`config.mk`:
```
export PLATFORM = sky130hd
export DESIGN_NAME = rounded_rect_pixel_classifier_core
export DESIGN_NICKNAME = d
export VERILOG_FILES = /design/src/rtl/rrpc_pkg.sv /design/src/rtl/rrpc_geom.sv /design/src/rtl/rrpc_shade.sv /design/src/rtl/rounded_rect_pixel_classifier_core.sv
export SDC_FILE = /design/constraint.sdc
export NUM_CORES = 2
export LEC_CHECK = 0
export ABC_AREA = 1
export BUFFER_PORTS_ARGS = -buffer_cell sky130_fd_sc_hd__buf_2
export CAP_MARGIN = 20
export CORE_AREA = 10 10 438 440
export DETAILED_ROUTE_END_ITERATION = 16
export DIE_AREA = 0 0 448 450
export GPL_TIMING_DRIVEN = 0
export PLACE_DENSITY = 0.52
export SLEW_MARGIN = 15
export SYNTH_ARGS = -nofsm -noshare
export SYNTH_HDL_FRONTEND = slang
export SYNTH_HIERARCHICAL = 1
export SYNTH_SLANG_ARGS = --single-unit
```
`constraint.sdc`:
```
create_clock -name clk -period 12.7 [get_ports clk]
set_input_delay 0.635 -clock clk [delete_from_list [all_inputs] [get_ports clk]]
set_output_delay 0.635 -clock clk [all_outputs]
set_load 0.03 [all_outputs]
```
`src/rtl/rrpc_pkg.sv`:
```
// ----------------------------------------------------------------------------
// rrpc_pkg
// Widths, register codes and shared types of the rounded rectangle classifier.
// ----------------------------------------------------------------------------
`timescale 1ns / 1ps

package rrpc_pkg;

	localparam int COORD_BITS     = 16;   // coordinate mask width, 8..16
	localparam int DIM_BITS       = 16;
	localparam int POS_BITS       = DIM_BITS + 2;
	localparam int THICK_BITS     = 8;
	localparam int ARGB_BITS      = 32;
	localparam int FILL_BITS      = 25;
	localparam int FILL_EN_BIT    = 24;
	localparam int RGB_BITS       = 24;
	localparam int SQ_BITS        = 2 * DIM_BITS;
	localparam int DIST_BITS      = SQ_BITS + 1;
	localparam int CFG_INDEX_BITS = 3;
	localparam int CFG_DATA_BITS  = 32;
	localparam int LATENCY        = 5;

	localparam logic [7:0] OPAQUE_ALPHA = 8'hFF;

	typedef enum logic [CFG_INDEX_BITS-1:0] {
		REG_RECT_LEFT    = 3'd0,
		REG_RECT_TOP     = 3'd1,
		REG_RECT_WIDTH   = 3'd2,
		REG_RECT_HEIGHT  = 3'd3,
		REG_BORDER_THICK = 3'd4,
		REG_CORNER_RAD   = 3'd5,
		REG_BORDER_ARGB  = 3'd6,
		REG_FILL_SETTING = 3'd7
	} cfg_reg_t;

	typedef logic signed [POS_BITS-1:0] pos_t;

	typedef struct packed {
		logic [DIM_BITS-1:0]   rect_left;
		logic [DIM_BITS-1:0]   rect_top;
		logic [DIM_BITS-1:0]   rect_width;
		logic [DIM_BITS-1:0]   rect_height;
		logic [THICK_BITS-1:0] border_thickness;
		logic [DIM_BITS-1:0]   corner_radius;
		logic [ARGB_BITS-1:0]  border_argb;
		logic [FILL_BITS-1:0]  fill_setting;
	} cfg_t;

	// Geometry of one pixel, handed from the front stages to the shading stages.
	typedef struct packed {
		logic                in_rect;
		logic                corner;
		logic                band;
		logic [DIM_BITS-1:0] dx;
		logic [DIM_BITS-1:0] dy;
		logic [DIM_BITS-1:0] r;
		logic [DIM_BITS-1:0] ir;
	} geo_t;

	function automatic logic [DIM_BITS-1:0] mask_coord(input logic [DIM_BITS-1:0] v);
		logic [DIM_BITS-1:0] m;
		m = '0;
		m[COORD_BITS-1:0] = v[COORD_BITS-1:0];
		return m;
	endfunction

	function automatic pos_t to_pos(input logic [DIM_BITS-1:0] v);
		return pos_t'({2'b00, v});
	endfunction

endpackage

```
`src/rtl/rrpc_geom.sv`:
```
// ----------------------------------------------------------------------------
// rrpc_geom
// Front three stages: bounds test and radius clamp, corner centers and band
// edges, corner selection with per-axis distance to the corner center.
// ----------------------------------------------------------------------------
`timescale 1ns / 1ps

module rrpc_geom (
	input  logic                           clk,
	input  logic                           arst_n,
	input  logic                           in_valid,
	input  logic [rrpc_pkg::DIM_BITS-1:0]  pixel_x,
	input  logic [rrpc_pkg::DIM_BITS-1:0]  pixel_y,
	input  rrpc_pkg::cfg_t                 cfg,
	output logic                           geo_valid,
	output rrpc_pkg::geo_t                 geo
);

	// stage 1
	logic                          valid_s1;
	logic [rrpc_pkg::DIM_BITS-1:0] px_s1, py_s1, r_s1;
	logic                          in_rect_s1;

	// stage 2
	logic                          valid_s2;
	logic [rrpc_pkg::DIM_BITS-1:0] px_s2, py_s2, r_s2, ir_s2;
	logic                          in_rect_s2;
	rrpc_pkg::pos_t                lcx_s2, rcx_s2, tcy_s2, bcy_s2;
	rrpc_pkg::pos_t                edge_l_s2, edge_r_s2, edge_t_s2, edge_b_s2;

	// stage 3
	logic                          valid_s3;
	rrpc_pkg::geo_t                geo_s3;

	rrpc_pkg::pos_t                x_c, y_c, w_c, h_c, pxe_c, pye_c;
	logic [rrpc_pkg::DIM_BITS-1:0] px_c, py_c, r_c, hw_c, hh_c, bw_c;
	logic                          in_rect_c;

	always_comb begin
		px_c  = rrpc_pkg::mask_coord(pixel_x);
		py_c  = rrpc_pkg::mask_coord(pixel_y);
		pxe_c = rrpc_pkg::to_pos(px_c);
		pye_c = rrpc_pkg::to_pos(py_c);
		x_c   = rrpc_pkg::to_pos(rrpc_pkg::mask_coord(cfg.rect_left));
		y_c   = rrpc_pkg::to_pos(rrpc_pkg::mask_coord(cfg.rect_top));
		w_c   = rrpc_pkg::to_pos(cfg.rect_width);
		h_c   = rrpc_pkg::to_pos(cfg.rect_height);
		in_rect_c = (pxe_c >= x_c) && (pxe_c < x_c + w_c) &&
			(pye_c >= y_c) && (pye_c < y_c + h_c);
		hw_c = cfg.rect_width >> 1;
		hh_c = cfg.rect_height >> 1;
		r_c  = cfg.corner_radius;
		if (r_c > hw_c) begin
			r_c = hw_c;
		end
		if (r_c > hh_c) begin
			r_c = hh_c;
		end
		bw_c = rrpc_pkg::DIM_BITS'(cfg.border_thickness);
	end

	always_ff @(posedge clk or negedge arst_n) begin
		if (!arst_n) begin
			valid_s1 <= 1'b0;
			valid_s2 <= 1'b0;
			valid_s3 <= 1'b0;
		end else begin
			valid_s1 <= in_valid;
			valid_s2 <= valid_s1;
			valid_s3 <= valid_s2;
		end
	end

	always_ff @(posedge clk) begin
		px_s1      <= px_c;
		py_s1      <= py_c;
		in_rect_s1 <= in_rect_c;
		r_s1       <= r_c;
	end

	// Corner centers and straight band edges; the bottom and right ones can
	// go negative for tiny rectangles, hence the signed width.
	always_ff @(posedge clk) begin
		px_s2      <= px_s1;
		py_s2      <= py_s1;
		in_rect_s2 <= in_rect_s1;
		r_s2       <= r_s1;
		ir_s2      <= (r_s1 > bw_c) ? r_s1 - bw_c : '0;
		lcx_s2     <= x_c + rrpc_pkg::to_pos(r_s1);
		rcx_s2     <= x_c + w_c - rrpc_pkg::to_pos(r_s1) - rrpc_pkg::pos_t'(1);
		tcy_s2     <= y_c + rrpc_pkg::to_pos(r_s1);
		bcy_s2     <= y_c + h_c - rrpc_pkg::to_pos(r_s1) - rrpc_pkg::pos_t'(1);
		edge_l_s2  <= x_c + rrpc_pkg::to_pos(bw_c);
		edge_r_s2  <= x_c + w_c - rrpc_pkg::to_pos(bw_c);
		edge_t_s2  <= y_c + rrpc_pkg::to_pos(bw_c);
		edge_b_s2  <= y_c + h_c - rrpc_pkg::to_pos(bw_c);
	end

	rrpc_pkg::pos_t px2_c, py2_c, dxf_c, dyf_c;
	logic           left_c, right_c, upper_c, lower_c;
	rrpc_pkg::geo_t geo_c;

	// Within a corner square the distance along each axis never exceeds the
	// radius, so the low bits hold it exactly.
	always_comb begin
		px2_c   = rrpc_pkg::to_pos(px_s2);
		py2_c   = rrpc_pkg::to_pos(py_s2);
		left_c  = px2_c < lcx_s2;
		right_c = px2_c > rcx_s2;
		upper_c = py2_c < tcy_s2;
		lower_c = py2_c > bcy_s2;
		dxf_c   = left_c ? lcx_s2 - px2_c : px2_c - rcx_s2;
		dyf_c   = upper_c ? tcy_s2 - py2_c : py2_c - bcy_s2;
		geo_c.in_rect = in_rect_s2;
		geo_c.corner  = (left_c || right_c) && (upper_c || lower_c);
		geo_c.band    = (cfg.border_thickness != '0) &&
			(py2_c < edge_t_s2 || py2_c >= edge_b_s2 ||
			 px2_c < edge_l_s2 || px2_c >= edge_r_s2);
		geo_c.dx = dxf_c[rrpc_pkg::DIM_BITS-1:0];
		geo_c.dy = dyf_c[rrpc_pkg::DIM_BITS-1:0];
		geo_c.r  = r_s2;
		geo_c.ir = ir_s2;
	end

	always_ff @(posedge clk) begin
		geo_s3 <= geo_c;
	end

	assign geo_valid = valid_s3;
	assign geo       = geo_s3;

endmodule

```
`src/rtl/rrpc_shade.sv`:
```
// ----------------------------------------------------------------------------
// rrpc_shade
// Back two stages: squares of the corner distances and radii, then the curve
// test and the choice of border, fill or nothing.
// ----------------------------------------------------------------------------
`timescale 1ns / 1ps

module rrpc_shade (
	input  logic                            clk,
	input  logic                            arst_n,
	input  logic                            geo_valid,
	input  rrpc_pkg::geo_t                  geo,
	input  rrpc_pkg::cfg_t                  cfg,
	output logic                            done,
	output logic                            write_pixel,
	output logic                            on_border,
	output logic [rrpc_pkg::ARGB_BITS-1:0]  pixel_argb
);

	logic                         valid_s4;
	logic                         in_rect_s4, corner_s4, band_s4;
	logic [rrpc_pkg::SQ_BITS-1:0] dxsq_s4, dysq_s4, rsq_s4, irsq_s4;

	logic                           valid_s5;
	logic                           write_s5, border_s5;
	logic [rrpc_pkg::ARGB_BITS-1:0] argb_s5;

	always_ff @(posedge clk or negedge arst_n) begin
		if (!arst_n) begin
			valid_s4 <= 1'b0;
			valid_s5 <= 1'b0;
		end else begin
			valid_s4 <= geo_valid;
			valid_s5 <= valid_s4;
		end
	end

	always_ff @(posedge clk) begin
		in_rect_s4 <= geo.in_rect;
		corner_s4  <= geo.corner;
		band_s4    <= geo.band;
		dxsq_s4    <= geo.dx * geo.dx;
		dysq_s4    <= geo.dy * geo.dy;
		rsq_s4     <= geo.r * geo.r;
		irsq_s4    <= geo.ir * geo.ir;
	end

	logic [rrpc_pkg::DIST_BITS-1:0] dist_c;
	logic                           in_curve_c, in_ring_c, draw_c, fill_on_c;
	logic                           paint_border_c, paint_fill_c;
	logic [rrpc_pkg::ARGB_BITS-1:0] argb_c;

	always_comb begin
		draw_c     = cfg.border_thickness != '0;
		fill_on_c  = cfg.fill_setting[rrpc_pkg::FILL_EN_BIT];
		dist_c     = {1'b0, dxsq_s4} + {1'b0, dysq_s4};
		in_curve_c = dist_c < {1'b0, rsq_s4};
		in_ring_c  = draw_c && (dist_c >= {1'b0, irsq_s4});
		paint_border_c = 1'b0;
		paint_fill_c   = 1'b0;
		if (in_rect_s4) begin
			if (corner_s4) begin
				if (in_curve_c) begin
					paint_border_c = in_ring_c;
					paint_fill_c   = !in_ring_c && fill_on_c;
				end
			end else if (band_s4) begin
				paint_border_c = 1'b1;
			end else begin
				paint_fill_c = fill_on_c;
			end
		end
		if (paint_border_c) begin
			argb_c = cfg.border_argb;
		end else if (paint_fill_c) begin
			argb_c = {rrpc_pkg::OPAQUE_ALPHA, cfg.fill_setting[rrpc_pkg::RGB_BITS-1:0]};
		end else begin
			argb_c = '0;
		end
	end

	always_ff @(posedge clk) begin
		write_s5  <= paint_border_c || paint_fill_c;
		border_s5 <= paint_border_c;
		argb_s5   <= argb_c;
	end

	assign done        = valid_s5;
	assign write_pixel = write_s5;
	assign on_border   = border_s5;
	assign pixel_argb  = argb_s5;

endmodule

```
`src/rtl/rounded_rect_pixel_classifier_core.sv`:
```
// ----------------------------------------------------------------------------
// rounded_rect_pixel_classifier_core
// Classifies pixel coordinates against a rounded rectangle with border band.
// ----------------------------------------------------------------------------
// One pixel is taken on every clock at which start is high; busy stays low,
// as the five-stage pipeline never stalls. The result appears with done high
// at the output of the last stage and lasts one cycle; the receiver must
// take it then. The stages, in order, are bounds and radius clamp, corner
// centers, corner selection, squaring and curve test. Configuration
// writes take effect at once and must only happen while no pixel is in flight.
// ----------------------------------------------------------------------------
`timescale 1ns / 1ps

module rounded_rect_pixel_classifier_core (
	input  logic                                 clk,
	input  logic                                 arst_n,
	input  logic                                 start,
	output logic                                 busy,
	input  logic [rrpc_pkg::DIM_BITS-1:0]        pixel_x,
	input  logic [rrpc_pkg::DIM_BITS-1:0]        pixel_y,
	input  logic                                 write_enable,
	input  logic [rrpc_pkg::CFG_INDEX_BITS-1:0]  reg_index,
	input  logic [rrpc_pkg::CFG_DATA_BITS-1:0]   write_data,
	output logic                                 done,
	output logic                                 write_pixel,
	output logic                                 on_border,
	output logic [rrpc_pkg::ARGB_BITS-1:0]       pixel_argb
);

	rrpc_pkg::cfg_t cfg_q;
	rrpc_pkg::geo_t geo;
	logic           geo_valid;
	logic           accept;

	always_ff @(posedge clk or negedge arst_n) begin
		if (!arst_n) begin
			cfg_q <= '0;
		end else if (write_enable) begin
			unique case (rrpc_pkg::cfg_reg_t'(reg_index))
				rrpc_pkg::REG_RECT_LEFT:
					cfg_q.rect_left <= write_data[rrpc_pkg::DIM_BITS-1:0];
				rrpc_pkg::REG_RECT_TOP:
					cfg_q.rect_top <= write_data[rrpc_pkg::DIM_BITS-1:0];
				rrpc_pkg::REG_RECT_WIDTH:
					cfg_q.rect_width <= write_data[rrpc_pkg::DIM_BITS-1:0];
				rrpc_pkg::REG_RECT_HEIGHT:
					cfg_q.rect_height <= write_data[rrpc_pkg::DIM_BITS-1:0];
				rrpc_pkg::REG_BORDER_THICK:
					cfg_q.border_thickness <= write_data[rrpc_pkg::THICK_BITS-1:0];
				rrpc_pkg::REG_CORNER_RAD:
					cfg_q.corner_radius <= write_data[rrpc_pkg::DIM_BITS-1:0];
				rrpc_pkg::REG_BORDER_ARGB:
					cfg_q.border_argb <= write_data[rrpc_pkg::ARGB_BITS-1:0];
				rrpc_pkg::REG_FILL_SETTING:
					cfg_q.fill_setting <= write_data[rrpc_pkg::FILL_BITS-1:0];
				default: begin
				end
			endcase
		end
	end

	assign busy   = 1'b0;
	assign accept = start && !busy;

	rrpc_geom u_geom (
		.clk       (clk),
		.arst_n    (arst_n),
		.in_valid  (accept),
		.pixel_x   (pixel_x),
		.pixel_y   (pixel_y),
		.cfg       (cfg_q),
		.geo_valid (geo_valid),
		.geo       (geo)
	);

	rrpc_shade u_shade (
		.clk         (clk),
		.arst_n      (arst_n),
		.geo_valid   (geo_valid),
		.geo         (geo),
		.cfg         (cfg_q),
		.done        (done),
		.write_pixel (write_pixel),
		.on_border   (on_border),
		.pixel_argb  (pixel_argb)
	);

endmodule

```
==> results.md <==
Global routing:
- The total routing resource utilization after global routing is approximately 18%.
- Entering global routing, the biggest net connects a little under 90 pins.
- The first global-routing pass estimated ~280 mm of wire.
- The number of antenna violations at the first check in global routing came to 17.
- The number of global-route vias before repair came to 51770.
- The overall overflow remaining after global route is 0.

Floorplanning:
- The die span in y is 450 um.
- The floorplan has around 160 rows.
- The I/O pin count is 107.
- The die covers 201600 um^2.
- The initial cell density of the core is 34.86%.
- The die width is 448 um.
- The area of the core is 182700 um^2.

CTS:
- The tree is rooted in a clkbuf_16.
- The number of CTS-inserted buffers is 73.
- After clock tree synthesis, the clock-pin slew on the worst setup and hold paths is 0.06 ns.
- The buffers inserted during post-CTS setup optimization is 0.
- The sink count of the clock tree is approximately 630.
- The CTS tree is yes.
- In this run the number of H-tree levels came out at 3.
- The clock passes through at most 3 buffers.
- The clock network latency to the later pin of the worst-skew pair is around 0.67 ns.

Timing:
- After routing, the total negative slack on setup checks comes to 0 ns.
- The max-slew violation total from the final report is 0.
- The number of failing hold endpoints at the final stage is 0.
- The relative max-transition margin is a little under two fifths.
- Timing would allow up to 140.6 MHz.
- The shortest clock period the worst path allows after layout is about 7.1 ns.
- The clock skew after layout is ~0.034 ns.
- In the finished design, the share of the clock period the worst path needs comes to 56.01%.
- The worst hold-check slack is 0.08280 ns.
- Setup repair after global routing left no endpoint under its margin.
- The final setup violation count is 0.
- The actual slew at the worst max-slew pin is just over 0.9 ns.

Layout:
- Leaving out fill and tap cells, the most frequent cells in the layout are 1824 x inv_1, 1719 x nand2_1, 872 x ha_1.
- The net count of the finished layout is between 9000 and 10000.
- Compared with the post-synthesis result, the final layout area differs by 9.565%.
- After routing the design area is about 70000 um^2.
- The fraction of the core area covered by cells at the end of the flow is between 30% and 40%.
- The leading cell type in the layout, fill and taps excluded is inv_1.
- The proportion of layout cells with a drive suffix above 1 is 4.380%.

Synthesis:
- The synthesis-stage register bit count is 632.
- The most common flop cell mapped by yosys is dfxtp_1.
- Yosys mapped a number of flops with a built-in enable equal to 0.
- In the synthesized netlist, the number of instances is 7917.
- The top cell type's share of synthesized area is roughly a fifth.
- The synthesized netlist contains 63 unique library cells.
- The cell area that synthesis handed to floorplanning was 63680 um^2.
- The average cell area after synthesis is roughly 8.0 um^2.
- The number of nets in the synthesized netlist is 9531.
- Summing the sequential cell areas from Yosys gives 21.05% of the chip area.
- Yosys printed 6 warnings.
- In the synthesized netlist the async set-or-reset flop fraction comes to 23.73%.
- The largest total area in the synthesized netlist belongs to fa_1.
- In the post-synthesis netlist, the biggest area contributors are fa_1 21%, ha_1 17%, dfxtp_1 15%.

Drt:
- The mean routed wirelength per cell is 17.07 um.
- After detailed routing, the number of vias per cell comes to 4.718.
- Wires add up to 179.8 mm.
- The first detailed-routing pass ran for 5 iterations.
- The initial DRC count is roughly 2500.
- The count of nets left with antenna violations once routing finished came out at 0.
- The remaining routing DRC violations is 0.
- The routed layout has 49710 vias.

Worst setup path:
- Traced cell by cell, the critical path runs through clkbuf_1, clkbuf_1, nand2_1, fa_1, fa_1, inv_1, fa_1, inv_1, fa_1, inv_1, fa_1, fa_1, ha_1, nand2_1, nor4_1, a21oi_1, o21bai_1, nand3_1, nand2_1, xor2_1.
- At the worst endpoint, the arrival time is ~7.7 ns.
- The type of element launching the critical path is a flip-flop.
- Along the worst path, the maximum fanout reaches 10.
- The critical path class is flip-flop to flip-flop.
- Among the stages of the critical path, the cell type that occurs most often is fa_1.
- STA classifies the critical path endpoint as a flip-flop.
- The delay of the slowest critical-path stage is between 0.6 and 0.7 ns.
- On the critical path, the stage with the largest delay is an instance of clkbuf_1.
- The required time at the worst-slack endpoint is 13.23 ns.

Place:
- The detailed placer's ending HPWL is 152.0 mm.
- At the end of routability-driven placement, the weighted congestion stood at roughly 0.92.
- The placed cell area is roughly 67000 um^2.
- Input and output buffers added on the ports amount to 97.

Job:
- Across the run, the number of max-cap violations was 0.

Outcome:
- The run finished with clean final reports.

Worst hold path:
- The worst min-delay path category is input port to flip-flop.
-- final timing paths --
path / startpoint / endpoint / slack [ns] / cells past startpoint
worst max-delay path: u_geom/geo[24] / u_shade/rsq_s4[24] / 5.59 / 20
worst min-delay path: start / u_geom/valid_s1 / 0.08 / 1
worst max register to register: u_geom/geo[24] / u_shade/rsq_s4[24] / 5.59 / 20
worst min register to register: u_geom/ir_s2[12] / u_geom/geo[12] / 0.31 / 0
max in group asynchronous: arst_n / cfg_q[140] / 11.38 / 3
min in group asynchronous: arst_n / cfg_q[54] / 0.48 / 2
-- state kept, by name (all words and copies together) (netlist names), 18 cells and up --
signal,count
cfg_q,145
u_geom/bcy_s2,18
u_geom/edge_b_s2,18
u_geom/edge_r_s2,18
u_geom/geo,67
u_geom/rcx_s2,18
u_shade/dxsq_s4,31
u_shade/dysq_s4,31
u_shade/irsq_s4,31
u_shade/pixel_argb,32
u_shade/rsq_s4,31
-- critical path: cells and delay by family (launching register included) --
kind,cells,cell delay (ns)
flip-flops,1,0.39
buffers and inverters,5,1.31
XOR/XNOR,1,0.28
AO/OA/AOI/OAI,2,0.50
AND/OR/NAND/NOR,5,1.05
adder cells (fa/ha/maj),7,3.43
-- layer usage --
| layer | part of all wire [%] | up-vias | GRT usage, % |
|---|---|---|---|
| li1 | - | 24680 | - |
| met1 | 44 | 23710 | 22.48 |
| met2 | 48 | 997 | 30.97 |
| met3 | 4.4 | 303 | 2.650 |
| met4 | 3.6 | 28 | 5.660 |
| met5 | 0.10 | - | 0 |
-- logic make-up after synthesis --
logic type / synth area share (%)
compound gates: 7.767
flops: 21.05
fa+ha+maj: 38.23
simple gates: 16.13
mux: 0.06288
other cells: 0.01179
buf+inv: 12.03
xor+xnor: 4.721
-- stage by stage --
stage / std cells / setup WS (ns)
2_1_floorplan: 7917 / 7.097
3_3_place_gp: 10400 / 5.644
3_5_place_dp: 10400 / 5.587
4_1_cts: 10540 / 5.549
5_1_grt: 10540 / 5.200
6_report: 10540 / 5.587
-- timing repair --
item,CTS,global route
setup endpoints to repair,0,0
hold endpoints to repair,63,0
gates resized for setup,0,0
hold buffers,1,0
-- cells in the mapped netlist (6+ instances only) --
master,number
a21oi_1,449
nand2_2,20
ha_1,872
a21o_1,33
dfrtp_1,150
a21oi_2,6
nand4_1,50
o2111ai_1,8
o21ai_2,6
xor2_1,238
o21ai_0,219
o31ai_1,17
nor4_1,22
or2_2,15
buf_6,6
nor2_2,11
nor2_4,6
clkbuf_1,140
nand3b_1,11
o211ai_1,18
nor2_1,299
nor3_1,55
inv_1,1824
buf_2,30
xnor2_1,96
o21ai_1,22
inv_2,6
a21boi_0,14
nand2_1,1719
nand3_1,268
dfxtp_1,482
a211oi_1,14
o21a_1,9
o21bai_1,24
fa_1,671
nand3_2,8
a31oi_1,23
-- layout make-up --
cell class	instances	area [um^2]
Tap cell	2385	2984
Timing Repair Buffer	99	533.0
Buffer	182	778.2
Clock inverter	31	402.9
Sequential cell	632	13400
Fill cell	18950	112900
Multi-Input combinational cell	5269	42610
Inverter	1834	6885
Clock buffer	103	2166
Antenna cell	2	5.005
Power is left out: the tool's default activity adds up to more than one toggle a clock period on the data nets, which glitch-free logic cannot reach.
